## config.mk

```make
export PLATFORM = sky130hd
export DESIGN_NAME = handshake_frame_receiver
export DESIGN_NICKNAME = d
export VERILOG_FILES = /design/src/rtl/core/hsfr_pkg.sv /design/src/rtl/core/hsfr_cfg.sv /design/src/rtl/core/hsfr_deframe.sv /design/src/rtl/core/hsfr_outbuf.sv /design/src/rtl/core/handshake_frame_receiver.sv
export SDC_FILE = /design/constraint.sdc
export NUM_CORES = 1
export LEC_CHECK = 0
export BUFFER_PORTS_ARGS = -buffer_cell sky130_fd_sc_hd__buf_2
export CAP_MARGIN = 20
export CELL_PAD_IN_SITES_DETAIL_PLACEMENT = 0
export CELL_PAD_IN_SITES_GLOBAL_PLACEMENT = 1
export CORE_MARGIN = 2
export CORE_UTILIZATION = 42
export DETAILED_ROUTE_END_ITERATION = 7
export GPL_ROUTABILITY_DRIVEN = 0
export HOLD_SLACK_MARGIN = 0.06
export PLACE_DENSITY = 0.9
export SYNTH_ARGS = -nofsm -noshare
export SYNTH_HDL_FRONTEND = slang
export SYNTH_SLANG_ARGS = --single-unit
```

## constraint.sdc

```tcl
create_clock -name clk -period 2.93 [get_ports clk]
set_input_delay 0.586 -clock clk [delete_from_list [all_inputs] [get_ports clk]]
set_output_delay 0.586 -clock clk [all_outputs]
set_load 0.01 [all_outputs]
```

## src/rtl/core/hsfr_pkg.sv

```systemverilog
// Shared types and constants for the handshake frame receiver.
// No dependencies; imported by every module of the block.
package hsfr_pkg;

    // Bits per character on the serial line
    localparam int unsigned BITS_PER_CHAR = 8;
    localparam int unsigned BIT_IDX_W     = $clog2(BITS_PER_CHAR);
    localparam logic [BIT_IDX_W-1:0] LAST_BIT = BIT_IDX_W'(BITS_PER_CHAR - 1);

    // Register reset values
    localparam logic [7:0] START_MARKER_RST = 8'd224;
    localparam logic [7:0] END_MARKER_RST   = 8'd234;

    // Register map: index taken from paddr[2]
    localparam int unsigned PADDR_W = 3;
    localparam logic REG_START_MARKER = 1'b0;
    localparam logic REG_END_MARKER   = 1'b1;

    // Marker configuration
    typedef struct packed {
        logic [7:0] start_marker;
        logic [7:0] end_marker;
    } cfg_t;

    // One result beat
    typedef struct packed {
        logic       ack_level;
        logic       payload_valid;
        logic [7:0] payload_byte;
        logic       frame_end;
    } beat_t;

endpackage

```

## src/rtl/core/hsfr_cfg.sv

```systemverilog
// APB register block holding the start and end marker bytes.
// Depends on hsfr_pkg.
module hsfr_cfg
    import hsfr_pkg::*;
(
    input  logic               clk,
    input  logic               rst_n,
    input  logic               psel,
    input  logic               penable,
    input  logic               pwrite,
    input  logic [PADDR_W-1:0] paddr,
    input  logic [31:0]        pwdata,
    output logic [31:0]        prdata,
    output logic               pready,
    output cfg_t               cfg
);

    cfg_t cfg_reg;
    logic wr_en;
    logic reg_sel;

    assign pready  = 1'b1;
    assign reg_sel = paddr[2];
    assign wr_en   = psel && penable && pwrite;

    // Register writes
    always_ff @(posedge clk or negedge rst_n)
    begin
        if (!rst_n)
        begin
            cfg_reg.start_marker <= START_MARKER_RST;
            cfg_reg.end_marker   <= END_MARKER_RST;
        end
        else if (wr_en)
        begin
            case (reg_sel)
                REG_START_MARKER: cfg_reg.start_marker <= pwdata[7:0];
                REG_END_MARKER:   cfg_reg.end_marker   <= pwdata[7:0];
                default:          ;
            endcase
        end
    end

    // Read back
    always_comb
    begin
        case (reg_sel)
            REG_START_MARKER: prdata = {24'd0, cfg_reg.start_marker};
            REG_END_MARKER:   prdata = {24'd0, cfg_reg.end_marker};
            default:          prdata = 32'd0;
        endcase
    end

    assign cfg = cfg_reg;

endmodule

```

## src/rtl/core/hsfr_deframe.sv

```systemverilog
// Handshake bit capture, byte assembly and marker deframing for one sample.
// Depends on hsfr_pkg.
module hsfr_deframe
    import hsfr_pkg::*;
(
    input  logic  clk,
    input  logic  rst_n,
    input  logic  advance,
    input  logic  strobe_level,
    input  logic  data_bit,
    input  cfg_t  cfg,
    output beat_t res
);

    logic                 awaiting_release_reg, awaiting_release_next;
    logic [BIT_IDX_W-1:0] bit_index_reg, bit_index_next;
    logic [7:0]           shift_bits_reg, shift_bits_next;
    logic                 in_frame_reg, in_frame_next;

    // Next state and result for the current sample
    always_comb
    begin
        awaiting_release_next = awaiting_release_reg;
        bit_index_next        = bit_index_reg;
        shift_bits_next       = shift_bits_reg;
        in_frame_next         = in_frame_reg;
        res                   = '0;

        if (!awaiting_release_reg)
        begin
            // capture on strobe high
            if (strobe_level)
            begin
                shift_bits_next[bit_index_reg] = data_bit;
                awaiting_release_next          = 1'b1;
                res.ack_level                  = 1'b1;
            end
        end
        else if (strobe_level)
        begin
            res.ack_level = 1'b1;
        end
        else
        begin
            // release: count the bit, deframe a completed byte
            awaiting_release_next = 1'b0;
            if (bit_index_reg == LAST_BIT)
            begin
                bit_index_next  = '0;
                shift_bits_next = '0;
                if (shift_bits_reg == cfg.start_marker)
                begin
                    in_frame_next = 1'b1;
                end
                else if (shift_bits_reg == cfg.end_marker)
                begin
                    in_frame_next = 1'b0;
                    res.frame_end = 1'b1;
                end
                else if (in_frame_reg)
                begin
                    res.payload_valid = 1'b1;
                    res.payload_byte  = shift_bits_reg;
                end
            end
            else
            begin
                bit_index_next = bit_index_reg + 1'b1;
            end
        end
    end

    // State update on each accepted sample
    always_ff @(posedge clk or negedge rst_n)
    begin
        if (!rst_n)
        begin
            awaiting_release_reg <= 1'b0;
            bit_index_reg        <= '0;
            shift_bits_reg       <= '0;
            in_frame_reg         <= 1'b0;
        end
        else if (advance)
        begin
            awaiting_release_reg <= awaiting_release_next;
            bit_index_reg        <= bit_index_next;
            shift_bits_reg       <= shift_bits_next;
            in_frame_reg         <= in_frame_next;
        end
    end

endmodule

```

## src/rtl/core/hsfr_outbuf.sv

```systemverilog
// Output register with a skid stage for result beats.
// Depends on hsfr_pkg.
module hsfr_outbuf
    import hsfr_pkg::*;
(
    input  logic  clk,
    input  logic  rst_n,
    input  logic  push,
    input  beat_t push_beat,
    output logic  full,
    output logic  out_valid,
    input  logic  out_stall,
    output beat_t out_beat
);

    logic  main_valid_reg;
    beat_t main_beat_reg;
    logic  skid_valid_reg;
    beat_t skid_beat_reg;
    logic  take;

    assign take = main_valid_reg && !out_stall;

    // Valid flags
    always_ff @(posedge clk or negedge rst_n)
    begin
        if (!rst_n)
        begin
            main_valid_reg <= 1'b0;
            skid_valid_reg <= 1'b0;
        end
        else if (take || !main_valid_reg)
        begin
            if (skid_valid_reg)
            begin
                main_valid_reg <= 1'b1;
                skid_valid_reg <= 1'b0;
            end
            else
            begin
                main_valid_reg <= push;
            end
        end
        else if (push)
        begin
            skid_valid_reg <= 1'b1;
        end
    end

    // Payload
    always_ff @(posedge clk)
    begin
        if (take || !main_valid_reg)
        begin
            main_beat_reg <= skid_valid_reg ? skid_beat_reg : push_beat;
        end
        else if (push)
        begin
            skid_beat_reg <= push_beat;
        end
    end

    assign full      = skid_valid_reg;
    assign out_valid = main_valid_reg;
    assign out_beat  = main_beat_reg;

endmodule

```

## src/rtl/core/handshake_frame_receiver.sv

```systemverilog
// Top level of the handshake frame receiver: APB markers, deframer, output buffer.
// Depends on hsfr_pkg, hsfr_cfg, hsfr_deframe and hsfr_outbuf.
//
// Usage:
//   Input channel (in_valid/in_stall) carries one pin sample per beat:
//   strobe_level and data_bit. Each accepted sample yields exactly one
//   result beat on the output channel (out_valid/out_stall): ack_level,
//   payload_valid, payload_byte and frame_end.
//   Each result is registered in the output register, or in the skid stage on a
//   stall. Throughput is one sample per cycle while in_stall is low; deframer
//   state and result logic sit between the input ports and the output register.
//   When the receiver stalls, one further result lands in the skid stage
//   and in_stall rises until the output drains; nothing is lost.
//   Reset clears the handshake state, the frame state and both buffer stages,
//   and loads the markers with 224 (start) and 234 (end). The user must write
//   markers over APB at byte addresses 0 and 4 only while idle (not enforced).
module handshake_frame_receiver
    import hsfr_pkg::*;
(
    input  logic               clk,
    input  logic               rst_n,
    input  logic               in_valid,
    output logic               in_stall,
    input  logic               strobe_level,
    input  logic               data_bit,
    output logic               out_valid,
    input  logic               out_stall,
    output logic               ack_level,
    output logic               payload_valid,
    output logic [7:0]         payload_byte,
    output logic               frame_end,
    input  logic               psel,
    input  logic               penable,
    input  logic               pwrite,
    input  logic [PADDR_W-1:0] paddr,
    input  logic [31:0]        pwdata,
    output logic [31:0]        prdata,
    output logic               pready
);

    cfg_t  cfg;
    beat_t res;
    beat_t out_beat;
    logic  buf_full;
    logic  accept;

    assign in_stall = buf_full;
    assign accept   = in_valid && !buf_full;

    hsfr_cfg u_cfg (
        .clk     (clk),
        .rst_n   (rst_n),
        .psel    (psel),
        .penable (penable),
        .pwrite  (pwrite),
        .paddr   (paddr),
        .pwdata  (pwdata),
        .prdata  (prdata),
        .pready  (pready),
        .cfg     (cfg)
    );

    hsfr_deframe u_deframe (
        .clk          (clk),
        .rst_n        (rst_n),
        .advance      (accept),
        .strobe_level (strobe_level),
        .data_bit     (data_bit),
        .cfg          (cfg),
        .res          (res)
    );

    hsfr_outbuf u_outbuf (
        .clk       (clk),
        .rst_n     (rst_n),
        .push      (accept),
        .push_beat (res),
        .full      (buf_full),
        .out_valid (out_valid),
        .out_stall (out_stall),
        .out_beat  (out_beat)
    );

    assign ack_level     = out_beat.ack_level;
    assign payload_valid = out_beat.payload_valid;
    assign payload_byte  = out_beat.payload_byte;
    assign frame_end     = out_beat.frame_end;

endmodule
```

==> qor.log <==
[logic_synthesis] mean area per synthesized cell 11.8 um2
[worst_setup_path] crit path capture type register
[timing] number of failing hold endpoints at the final stage 0
[detailed_routing] uppermost layer routed met4
[global_route] global-route total usage across every layer 0.139
[cells_and_area] most common library cell in the layout ignoring fill and taps buf_2
[die] vertical die dimension 85.3 um
[clock_network] count of instances resized after the clock tree is built 0
[die] placeable core area 6390 um2
[detailed_routing] detailed-route wire length per cell 13.9 um
[run_status] status finished clean
[placed_design] cell area after placement 2920 um2
[logic_synthesis] count of different cell masters after synthesis 32
[worst_setup_path] required time of the critical path 2990 ps
[cells_and_area] count of filler cells inserted in the layout 621
[power] total power consumption of the routed design 2.13 mW
[cells_and_area] FF/Latch Area 1450 um2
[worst_setup_path] signal arrival time at the worst endpoint 2110 ps
[detailed_routing] length of the first detailed-routing pass in iterations 5
[detailed_routing] amount of wire on met2 after detailed routing 2470 um
[clock_network] clock latency on the worst-skew pair 300 ps
[logic_synthesis] warning count from the yosys run 0
[job] max-capacitance violation count 0
[power] LEAKAGE 1.22 nW
[global_route] total global routing overflow 0
[power] maximum vdd ir drop 0.000295 V
[clock_network] CTS Root Buffer Type clkbuf_8
[logic_synthesis] Gate Count Post-Synth 235
[logic_synthesis] count of flip-flops with a built-in enable after synthesis 22
[logic_synthesis] count of state elements after synthesis 53
[die] Die Footprint 7270 um2
[die] Starting Density 0.435
[clock_network] maximum buffer depth of the clock tree 2
[cells_and_area] post-route standard cell area excluding fillers 3030 um2
[timing] Worst Clk Skew 9.75 ps
[cells_and_area] most frequent cells in the layout buf_2, nand2_1, mux2_2
[worst_setup_path] type of the worst setup path register to register
[cells_and_area] area grow syn2layout 9.06%
[detailed_routing] vias per cell 5.16
[die] placement row count 29
[global_route] via count of the first global-routing pass 1662
[timing] achievable frequency 487 MHz
[detailed_routing] total vias in the final route 1795
[clock_network] number of buffers added by the clock tree synthesis step 5
[min_path] path category of the worst min-delay check primary input to async pin
[worst_setup_path] Crit Path Max Fanout 20
[global_route] number of antenna violations at the first check in global routing 0
[die] I/O pin total 90
[logic_synthesis] Async SR Flop Fraction 0.585
[timing] Slew HR 0.518
[global_route] first-pass GRT wire length 8040 um
[worst_setup_path] crit path launch type register
[detailed_routing] routed metal-1 wirelength 2090 um
[timing] Total Neg Setup Slack 0 ps
[detailed_routing] final wirelength 4830 um
[placed_design] # port buffers 38
[global_route] pin count of the biggest net entering global routing 32
[cells_and_area] share of final-layout standard cells stronger than drive strength 1 0.343
[clock_network] # Post-CTS Setup Buffers 0
[clock_network] clock transition at the registers of the reported paths 90 ps
[placed_design] HPWL reported at the end of detailed placement 3560 um
[logic_synthesis] top flip-flop cell by instance count after synthesis dfrtp_1
[cells_and_area] total inserted antenna cells 0
[timing] number of slew-limit violations in the final report 0
[detailed_routing] DRC viols 0
[power] areal power density over the cells 703 nW/um2
[cells_and_area] Total Nets Final 316
[logic_synthesis] post-synthesis cell area 2780 um2
[clock_network] CTS tree yes
[logic_synthesis] sequential element share of the synthesized area 0.521
[detailed_routing] WL met3 227 um
[cells_and_area] Largest register FFs 16
[timing] post-route clock period utilization 0.701
[clock_network] CTS H-Tree Depth 2
[detailed_routing] DRT iter0 DRCs 64
[timing] setup repair after global routing missed its margin false
[cells_and_area] multi-input gate area in the final layout 1160 um2
[clock_network] Num Clock Sinks 53
[timing] Worst-Margin Slew 723 ps
[die] die boundary width 85.3 um
[detailed_routing] Routed Antenna Nets 0
[timing] final setup violation count 0
[clock_network] hold_buf cts 0
[timing] minimum clock period 2050 ps
## synthesized netlist by cell type (2+ instances only)
| library cell | instances | area (um2) |
|---|---|---|
| and4bb_2 | 7 | 87.6 |
| o21ai_0 | 19 | 95.1 |
| a31oi_1 | 6 | 37.5 |
| buf_4 | 25 | 188 |
| ha_1 | 2 | 25.0 |
| nand2_1 | 27 | 101 |
| buf_2 | 2 | 10.0 |
| nand4_1 | 5 | 31.3 |
| conb_1 | 2 | 7.51 |
| clkbuf_1 | 5 | 18.8 |
| o31ai_1 | 12 | 90.1 |
| edfxtp_1 | 22 | 661 |
| buf_6 | 2 | 22.5 |
| and3b_1 | 2 | 17.5 |
| nor2b_1 | 4 | 25.0 |
| dfrtp_1 | 23 | 576 |
| nand4_2 | 2 | 25.0 |
| dfstp_2 | 8 | 210 |
| a21oi_1 | 2 | 10.0 |
| xnor2_1 | 16 | 140 |
| mux2_2 | 26 | 293 |
| inv_1 | 3 | 11.3 |
| nor2_1 | 4 | 15.0 |
## worst max-delay path, stage by stage, from the launching register on
cell      delay (ps)
dfrtp_1          470
xnor2_1          200
nand4_1          180
o21ai_2          630
and4bb_2         320
## power breakdown
group | internal (mW) | switching, mW | leakage [nW]
sequential | 0.925 | 0.186 | 0.595
combinational | 0.260 | 0.275 | 0.575
clock | 0.253 | 0.231 | 0.0528
total | 1.44 | 0.692 | 1.22
## per-layer routing
metal / global-route usage / vias to the layer above
li1: - / 867
met1: 0.181 / 876
met2: 0.237 / 45
met3: 0.0302 / 7
met4: 0.0346 / 0
met5: 0 / -
## layout make-up
cell class	count	share of cell area
multi-input cells	167	0.384
well taps	77	0.0318
flip-flops and latches	53	0.478
repair buffers	40	0.0678
clock inverters	2	0.0112
inverters	3	0.00372
clock buffers	6	0.0240
## path summary, 6_finish.rpt
| check | from | cells after the start | slack (ps) | end |
|---|---|---|---|---|
| hold / removal | rst_n | 1 | 320 | u_cfg.cfg[8] |
| hold reg to reg | u_outbuf.skid_beat_reg[0] | 2 | 530 | u_outbuf.out_beat[0] |
| setup reg to reg | u_deframe.shift_bits_reg[4] | 4 | 880 | u_outbuf.skid_beat_reg[3] |
| setup / recovery | u_deframe.shift_bits_reg[4] | 4 | 880 | u_outbuf.skid_beat_reg[3] |
| min in group clk | in_valid | 3 | 510 | u_outbuf.out_valid |
| max in group asynchronous | rst_n | 1 | 2160 | u_deframe.shift_bits_reg[0] |
## stage by stage
step,util,hold slack (ps),setup WS [ps],std cells
finish,0.474,323,875,348
global route,0.474,365,741,348
detailed placement,0.457,507,887,340
CTS,0.474,342,867,348
global placement,0.457,505,909,340
floorplan,-,290,1070,258
## cells by family after synthesis
family	share of synthesized area
AND/OR/NAND/NOR	0.125
flip-flops	0.521
AO/OA/AOI/OAI	0.0947
buffers and inverters	0.0915
multiplexers	0.106
XOR/XNOR	0.0505
adder cells (fa/ha/maj)	0.00902
other	0.00271
Power figures use the tool's default switching activity.
